File: config.mk
export PLATFORM = sky130hd
export DESIGN_NAME = gsgp_cap_div
export DESIGN_NICKNAME = d
export VERILOG_FILES = /design/src/rtl/core/greedy_stream_graph_partitioner_defines.svh /design/src/rtl/core/gsgp_pkg.sv /design/src/rtl/core/gsgp_cap_div.sv
export SDC_FILE = /design/constraint.sdc
export NUM_CORES = 1
export LEC_CHECK = 0
export BUFFER_PORTS_ARGS = -buffer_cell sky130_fd_sc_hd__buf_2
export CORE_ASPECT_RATIO = 0.5
export CORE_MARGIN = 2
export CORE_UTILIZATION = 45
export DETAILED_ROUTE_END_ITERATION = 10
export PLACE_DENSITY = 0.69
export SKIP_LAST_GASP = 1
export SYNTH_ARGS = -nofsm -noshare
export SYNTH_HDL_FRONTEND = slang
export SYNTH_SLANG_ARGS = --single-unit
File: constraint.sdc
create_clock -name clk -period 1.9 [get_ports clk]
set_clock_uncertainty 0.1 [all_clocks]
set_input_delay 0.19 -clock clk [delete_from_list [all_inputs] [get_ports clk]]
set_output_delay 0.19 -clock clk [all_outputs]
set_load 0.005 [all_outputs]
File: src/rtl/core/greedy_stream_graph_partitioner_defines.svh
// Assertion macros for the greedy stream graph partitioner.
// Used by the top level; expects signals clk and arst_n in scope.
`ifndef GREEDY_STREAM_GRAPH_PARTITIONER_DEFINES_SVH
`define GREEDY_STREAM_GRAPH_PARTITIONER_DEFINES_SVH

// Same-cycle implication, disabled during reset.
`define GSGP_ASSERT_NOW(lbl, ante, cons, msg) \
	lbl: assert property (@(posedge clk) disable iff (!arst_n) (ante) |-> (cons)) \
		else $error(msg);

// Next-cycle implication, disabled during reset.
`define GSGP_ASSERT_NEXT(lbl, ante, cons, msg) \
	lbl: assert property (@(posedge clk) disable iff (!arst_n) (ante) |=> (cons)) \
		else $error(msg);

`endif

File: src/rtl/core/gsgp_pkg.sv
// Shared types and constants of the greedy stream graph partitioner.
// No dependencies; used by gsgp_cap_div and the top level.
package gsgp_pkg;

	// Fixed field widths.
	localparam int VID_W     = 16;
	localparam int WGT_W     = 16;
	localparam int PART_W    = 4;
	localparam int SCORE_W   = 32;
	localparam int NV_W      = 17;
	localparam int NP_W      = 5;
	localparam int CFG_W     = 17;
	localparam int CFG_IDX_W = 1;
	// A part count can reach the capacity, which is up to 2^17.
	localparam int CNT_W     = 18;
	localparam int DIV_CNT_W = $clog2(NV_W);

	// Register indexes of the configuration port.
	localparam logic [CFG_IDX_W-1:0] REG_NUM_VERTICES = 1'b0;
	localparam logic [CFG_IDX_W-1:0] REG_NUM_PARTS    = 1'b1;

	// Register reset values.
	localparam logic [NV_W-1:0] NV_RESET = 17'd65536;
	localparam logic [NP_W-1:0] NP_RESET = 5'd16;

	typedef struct packed {
		logic [VID_W-1:0] vertex_id;
		logic [VID_W-1:0] neighbor_id;
		logic [WGT_W-1:0] edge_weight;
		logic             has_neighbor;
		logic             last_neighbor;
	} gsgp_in_t;

	typedef struct packed {
		logic [VID_W-1:0]  placed_vertex;
		logic [PART_W-1:0] chosen_part;
		logic              no_room;
	} gsgp_out_t;

	// Request to and response from the capacity divider.
	typedef struct packed {
		logic            start;
		logic [NV_W-1:0] dividend;
		logic [NP_W-1:0] divisor;
	} gsgp_div_req_t;

	typedef struct packed {
		logic            done;
		logic [NV_W-1:0] quotient;
	} gsgp_div_rsp_t;

	typedef enum logic [2:0] {
		ST_CLEAR,
		ST_IDLE,
		ST_LOOK,
		ST_ADD,
		ST_WAIT,
		ST_SCAN,
		ST_DRAIN,
		ST_PLACE
	} gsgp_state_t;

endpackage

File: src/rtl/core/gsgp_cap_div.sv
// Restoring divider, one quotient bit per cycle, for the per-part capacity.
// Depends on gsgp_pkg.
module gsgp_cap_div
	import gsgp_pkg::*;
(
	input  logic          clk,
	input  logic          arst_n,
	input  gsgp_div_req_t req,
	output gsgp_div_rsp_t rsp
);

	localparam logic [DIV_CNT_W-1:0] CNT_LAST = DIV_CNT_W'(NV_W - 1);

	logic                 busy_q;
	logic                 done_q;
	logic [DIV_CNT_W-1:0] cnt_q;
	logic [NV_W-1:0]      dq_q;
	logic [NP_W-1:0]      rem_q;
	logic [NP_W-1:0]      den_q;
	logic [NP_W:0]        trial;
	logic [NP_W:0]        diff;
	logic                 ge;

	// Shift the next dividend bit into the partial remainder and try a subtract.
	always_comb begin
		trial = {rem_q, dq_q[NV_W-1]};
		diff  = trial - {1'b0, den_q};
		ge    = (trial >= {1'b0, den_q});
	end

	// Control: a start always restarts, even in the middle of a division.
	always_ff @(posedge clk or negedge arst_n) begin
		if (!arst_n) begin
			busy_q <= 1'b0;
			done_q <= 1'b0;
			cnt_q  <= '0;
		end else begin
			done_q <= 1'b0;
			if (req.start) begin
				busy_q <= 1'b1;
				cnt_q  <= '0;
			end else if (busy_q) begin
				cnt_q <= cnt_q + DIV_CNT_W'(1);
				if (cnt_q == CNT_LAST) begin
					busy_q <= 1'b0;
					done_q <= 1'b1;
				end
			end
		end
	end

	// Datapath: the dividend shifts out on the left as quotient bits enter on the right.
	always_ff @(posedge clk) begin
		if (req.start) begin
			dq_q  <= req.dividend;
			den_q <= req.divisor;
			rem_q <= '0;
		end else if (busy_q) begin
			rem_q <= ge ? diff[NP_W-1:0] : trial[NP_W-1:0];
			dq_q  <= {dq_q[NV_W-2:0], ge};
		end
	end

	assign rsp.done     = done_q;
	assign rsp.quotient = dq_q;

endmodule
==> results_dict.tcl, run 1 <==
set metrics [dict create \
    cpPeakStageDelay_ns 0.39 \
    drt-vias-per-instance 4.91 \
    drive_gt1_share_pct 46.4 \
    syn_inst 130 \
    syn_nets 163 \
    arrival_ns 2.12 \
    final_cell_area_um2 2230 \
    drc_errors 0 \
    status "complete, but fails checks" \
    hold_ws_ns 0.111 \
    fmax_ghz 0.489 \
    drv_slew 0 \
    routabilityCongestion 0.806 \
    gr-total-overflow 0 \
    path_cells "inv_2 -> ha_4 -> inv_2 -> fa_2 -> a211o_4 -> o211ai_4 -> a2111oi_2 -> a311o_1" \
    clk_latency_ns 0.28 \
    core_area_um2 3510 \
    wl_met3_um 106 \
    period_needed_ns 2.05 \
    synthMostInstantiatedCell "edfxtp_1" \
    via_count 1194 \
    cts_setup_buffers 0 \
    min_from "req[18]" \
    dpl.hpwl_mm 2.47 \
    rsz0062_at_grt "yes" \
    critical_path_class "flip-flop to flip-flop" \
    die_h_um 47.3 \
    post-route-period-util_pct 108 \
    num_rows 15 \
    htreeDepth 2 \
    crit_family "compound AO/OA/AOI/OAI gates" \
    yosys.area.top_type "edfxtp_1" \
    cts.sinks 34 \
    synth_seq_cells 34 \
    async_flop_share_pct 20.6 \
    dr.max_layer_used "met4" \
    clk_path_buf_depth 2 \
    io_buffer_count 42 \
    setup_slack_ns -0.147 \
    antenna_found_initial 0 \
    yosys-top-cells-count "edfxtp_1, mux2_2, inv_1" \
    worst_path_most_repeated_cell "inv_2" \
    leakage_nw 0.971 \
    fill_cells 277 \
    synth_area_um2 1690 \
    power_mw 2.35 \
    slew_headroom_pct 76.3 \
    grt_max_degree 20 \
    crit_path_max_fanout 5 \
    met1_length_mm 1.61 \
    violations "negative setup slack" \
    first_iter_violations 90 \
    ant_nets 0 \
    pin_count 43 \
    r2r_start "dq_q[16]" \
    end_kind "flip-flop" \
    instances_no_fill 243 \
    min_path_type "input pin to flip-flop" \
    start_util_pct 48.2 \
    hold_viol 0 \
    die-area_um2 4290 \
    cts-root-buf "clkbuf_8" \
    synth_top_area_share_pct 39.1 \
    power.density_nw_per_um2 1050 \
    antenna_cells 0 \
    peakVddDrop_mv 0.437 \
    worst-path-buf-inv 2 \
    synth_edf_count 22 \
    required_ns 1.97 \
    synth_cell_type_count 41 \
    ys.flop_type "edfxtp_1" \
    worst_pin_slew_ns 0.355 \
    setup_viol 6 \
    cp-start-kind "flip-flop" \
    max_cap_violations 0 \
    grt_pass1_wl_mm 5.31 \
    path_clk_slew_ns 0.07 \
    wl_mm 3.42 \
    dp_cells 229 \
    ys_warn_count 0 \
    drt_pass1_iterations 4 \
    final_nets 224 \
    placed_cell_area_um2 2040 \
    cts_tree "built" \
    wire_per_inst_um 14.1 \
    grt_pass1_vias 1135 \
    cp-startpoint "dq_q[16]" \
    die_w_um 90.7 \
    grtUsageTotal_pct 16.7 \
    area_growth_pct 32.0 \
    dr_wl_met2_mm 1.70 \
    yosys-top-cells-area "edfxtp_1, mux2_2, dfrtp_1" \
    syn_area_per_cell_um2 13.0 \
    cts_buffers 5 \
    crit_path_top_delay_cell "edfxtp_1" \
    synth_seq_area_share_pct 55.4 \
]
==> what timing repair did <==
action                                 in CTS  in global routing
hold buffers                                6                  0
setup endpoints to repair                   6                  6
endpoints found under the hold margin      12                  0
resized for setup                          10                  0
pin swaps                                   4                  3
==> power breakdown <==
part	switching [mW]	internal, mW	total (mW)
Combinational	0.411	0.424	0.836
Clock	0.238	0.295	0.533
Sequential	0.0707	0.906	0.977
==> path summary, 6_finish.rpt <==
kind / cells after the start / to / slack, ns
setup / recovery: 8 / rem_q[3] / -0.15
max in group asynchronous: 2 / done_q / 1.37
hold / removal: 2 / dq_q[13] / 0.11
setup reg to reg: 8 / rem_q[3] / -0.15
hold reg to reg: 2 / rem_q[2] / 0.38
min in group asynchronous: 2 / cnt_q[1] / 0.18
==> worst register-to-register path: cells and delay by family (launching register included) <==
family | cells | cell delay [ns]
buffers and inverters | 2 | 0.12
AO/OA/AOI/OAI | 4 | 0.85
adder cells (fa/ha/maj) | 2 | 0.48
flip-flops | 1 | 0.39
==> per-stage QoR <==
stage,TNS [ns],utilization (%),setup WS (ns)
2_1_floorplan,-0.306,-,-0.118
3_3_place_gp,-0.356,58.0,-0.0904
3_5_place_dp,-0.578,58.0,-0.143
4_1_cts,-0.656,63.6,-0.141
5_1_grt,-1.07,63.6,-0.205
6_report,-0.626,63.6,-0.147
==> registers in the layout, summed over array words and instances (netlist names) <==
signal and cells:
rem_q 5, busy_q 1, cnt_q 5, dq_q 17
done_q 1, den_q 5
==> layout by cell type, fill, tap and decap left out, drive strengths merged, types with 3 or more instances in the layout <==
master / count
ha: 7
mux2: 16
inv: 12
nor2: 10
a21oi: 6
buf: 53
a311oi: 4
edfxtp: 22
dfxtp: 5
xor2: 4
dlygate4sd3: 6
clkbuf: 8
nand2: 3
dfrtp: 7
==> routing by layer <==
| metal | vias up | track usage [%] |
|---|---|---|
| li1 | 604 | - |
| met1 | 568 | 21.2 |
| met2 | 20 | 28.7 |
| met3 | 2 | 5.78 |
| met4 | 0 | 4.62 |
| met5 | - | 0 |
==> area by class of cell <==
class / count / area [um2] / share of cell area (%)
clock buffer: 8 / 90.1 / 4.04
tap: 51 / 63.8 / 2.86
inverter: 12 / 45.0 / 2.02
sequential: 34 / 936 / 42.0
timing repair buffer: 59 / 365 / 16.4
multi-input combinational: 79 / 731 / 32.8
==> logic make-up (layout without fill, tap and decap cells) <==
group | Yosys count | in the layout | synth area share [%]
AO/OA/AOI/OAI | 23 | 23 | 12.1
adder cells (fa/ha/maj) | 8 | 8 | 6.37
buffers and inverters | 17 | 79 | 4.22
flip-flops | 34 | 34 | 55.4
XOR/XNOR | 5 | 5 | 2.59
multiplexers | 17 | 17 | 11.3
AND/OR/NAND/NOR | 26 | 26 | 8.07
Power figures use the tool's default switching activity.
==> run 2: changes to the inputs <==
--- a/config.mk
+++ b/config.mk
@@ -11,6 +11,7 @@
 export CORE_UTILIZATION = 45
 export DETAILED_ROUTE_END_ITERATION = 10
 export PLACE_DENSITY = 0.69
+export REMOVE_ABC_BUFFERS = 1
 export SKIP_LAST_GASP = 1
 export SYNTH_ARGS = -nofsm -noshare
 export SYNTH_HDL_FRONTEND = slang
==> results_dict.tcl, run 2 (synthesis results as in run 1) <==
set metrics [dict create \
    via_count 1243 \
    grt_pass1_wl_mm 5.42 \
    core_area_um2 3510 \
    clk_path_buf_depth 2 \
    first_iter_violations 50 \
    power.density_nw_per_um2 1060 \
    rrSetupSlack_ns -0.22 \
    num_rows 15 \
    layout_commonest_cell "buf_2" \
    cts_setup_buffers 0 \
    peakVddDrop_mv 0.494 \
    worst_path_most_repeated_cell "inv_2" \
    area_growth_pct 34.0 \
    cts.sinks 34 \
    start_util_pct 48.2 \
    pin_count 43 \
    path_cells "inv_2 -> ha_4 -> inv_2 -> fa_2 -> a211o_4 -> o211ai_4 -> a2111oi_4 -> a311o_1" \
    antenna_cells 0 \
    placed_cell_area_um2 2030 \
    top_register "dq_q" \
    hold_viol 0 \
    routabilityCongestion 0.902 \
    required_ns 1.98 \
    grt_pass1_vias 1159 \
    p_seq_share_pct 40.7 \
    wire_per_inst_um 14.6 \
    rr_worst_depth 8 \
    globalRouteMet1Util_pct 21.9 \
    violations "negative setup slack" \
    max_cap_violations 0 \
    antenna_found_initial 0 \
    cp-start-kind "flip-flop" \
    intPower_mw 1.63 \
    die_h_um 47.3 \
    grt_max_degree 22 \
    min_from "req[13]" \
    grt_use_met3_pct 5.30 \
    p_clk_share_pct 23.5 \
    final_cell_mix "buf_2, edfxtp_1, mux2_2" \
    post-route-period-util_pct 111 \
    min_path_type "input pin to flip-flop" \
    io_buffer_count 42 \
    crit_path_max_fanout 5 \
    comb_power_share_pct 35.8 \
    drc_errors 0 \
    dpl.hpwl_mm 2.51 \
    grtUsageMet2_pct 28.5 \
    rsz0062_at_grt "yes" \
    die-area_um2 4290 \
    final_nets 224 \
    htreeDepth 2 \
    setup_viol 6 \
    end_kind "flip-flop" \
    cts_tree "built" \
    drt_pass1_iterations 4 \
    cpPeakStageDelay_ns 0.40 \
    largest_register_ffs 17 \
    die_w_um 90.7 \
    worst_pin_slew_ns 0.463 \
    setup_slack_ns -0.218 \
    grtUsageTotal_pct 17.3 \
    holdPathStages 2 \
    leakage_nw 0.974 \
    grt-busiest-layer "met2" \
    slew_headroom_pct 69.1 \
    status "complete, but fails checks" \
    drt-vias-per-instance 5.12 \
    crit_path_top_delay_cell "edfxtp_1" \
    switching_power_mw 0.785 \
    timing.rr.end "rem_q[3]" \
    pre_cts_slack_ns -0.229 \
    cts-root-buf "clkbuf_8" \
    gr-total-overflow 0 \
    cts_buffers 5 \
    drive_gt1_share_pct 48.4 \
    final_cell_area_um2 2270 \
    clk_latency_ns 0.29 \
    drv_slew 0 \
    wl_mm 3.56 \
    fmax_ghz 0.472 \
    period_needed_ns 2.12 \
    final_core_util_pct 64.6 \
    min_to "dq_q[8]" \
    arrival_ns 2.19 \
    sw_frac_of_total_pct 32.6 \
    path_clk_slew_ns 0.07 \
    r2r_start "dq_q[16]" \
    critical_path_class "flip-flop to flip-flop" \
    ant_nets 0 \
]
-- run 2: how the worst max path moves through the flow --
stage,from,end,slack (ns),cells after the start
2_1_floorplan,dq_q[16],dq_q[0],-0.18,8
3_3_place_gp,dq_q[16],dq_q[0],-0.17,8
3_5_place_dp,dq_q[16],dq_q[0],-0.23,8
4_1_cts,dq_q[16],dq_q[0],-0.23,8
5_1_grt,dq_q[16],rem_q[3],-0.31,8
6_report,dq_q[16],rem_q[3],-0.22,8
-- run 2: power by group through the flow --
stage / Sequential (mW) / Combinational (mW) / Clock (mW)
2_1_floorplan: 0.986 / 0.467 / 0
3_3_place_gp: 0.988 / 0.714 / 0
3_5_place_dp: 0.994 / 0.719 / 0
4_1_cts: 0.982 / 0.806 / 0.579
5_1_grt: 0.996 / 0.936 / 0.612
6_report: 0.981 / 0.863 / 0.567
-- run 2: worst max-delay path: cells and delay by family (launching register included) --
family / cells / cell delay, ns
compound gates: 4 / 0.90
fa+ha+maj: 2 / 0.48
flops: 1 / 0.40
buf+inv: 2 / 0.12
-- run 2: layout make-up --
class                   count  area, um2
fillers                   279       1240
flip-flops and latches     34        936
well taps                  51       63.8
clock inverters             2       12.5
clock buffers               6       82.6
multi-input cells          79        757
repair buffers             59        369
inverters                  12       45.0
-- run 2: what timing repair did --
action,CTS,global route
endpoints found under the setup margin,6,6
resized for setup,11,4
pin swaps,4,8
hold buffers,6,0
endpoints found under the hold margin,12,0
-- run 2: through the flow --
| step | hold slack, ns | total power [mW] | std cells | TNS, ns |
|---|---|---|---|---|
| floorplan | -0.206 | 1.45 | 125 | -0.662 |
| global placement | -0.0714 | 1.70 | 229 | -0.737 |
| detailed placement | -0.0702 | 1.71 | 229 | -0.989 |
| CTS | 0.0914 | 2.37 | 243 | -1.06 |
| global route | 0.0909 | 2.54 | 243 | -1.53 |
| finish | 0.0956 | 2.41 | 243 | -0.859 |
-- run 2: layer usage --
layer / wire length [um] / up-vias
li1: - / 601
met1: 1650 / 611
met2: 1750 / 26
met3: 124 / 5
met4: 36 / 0
met5: 0 / -
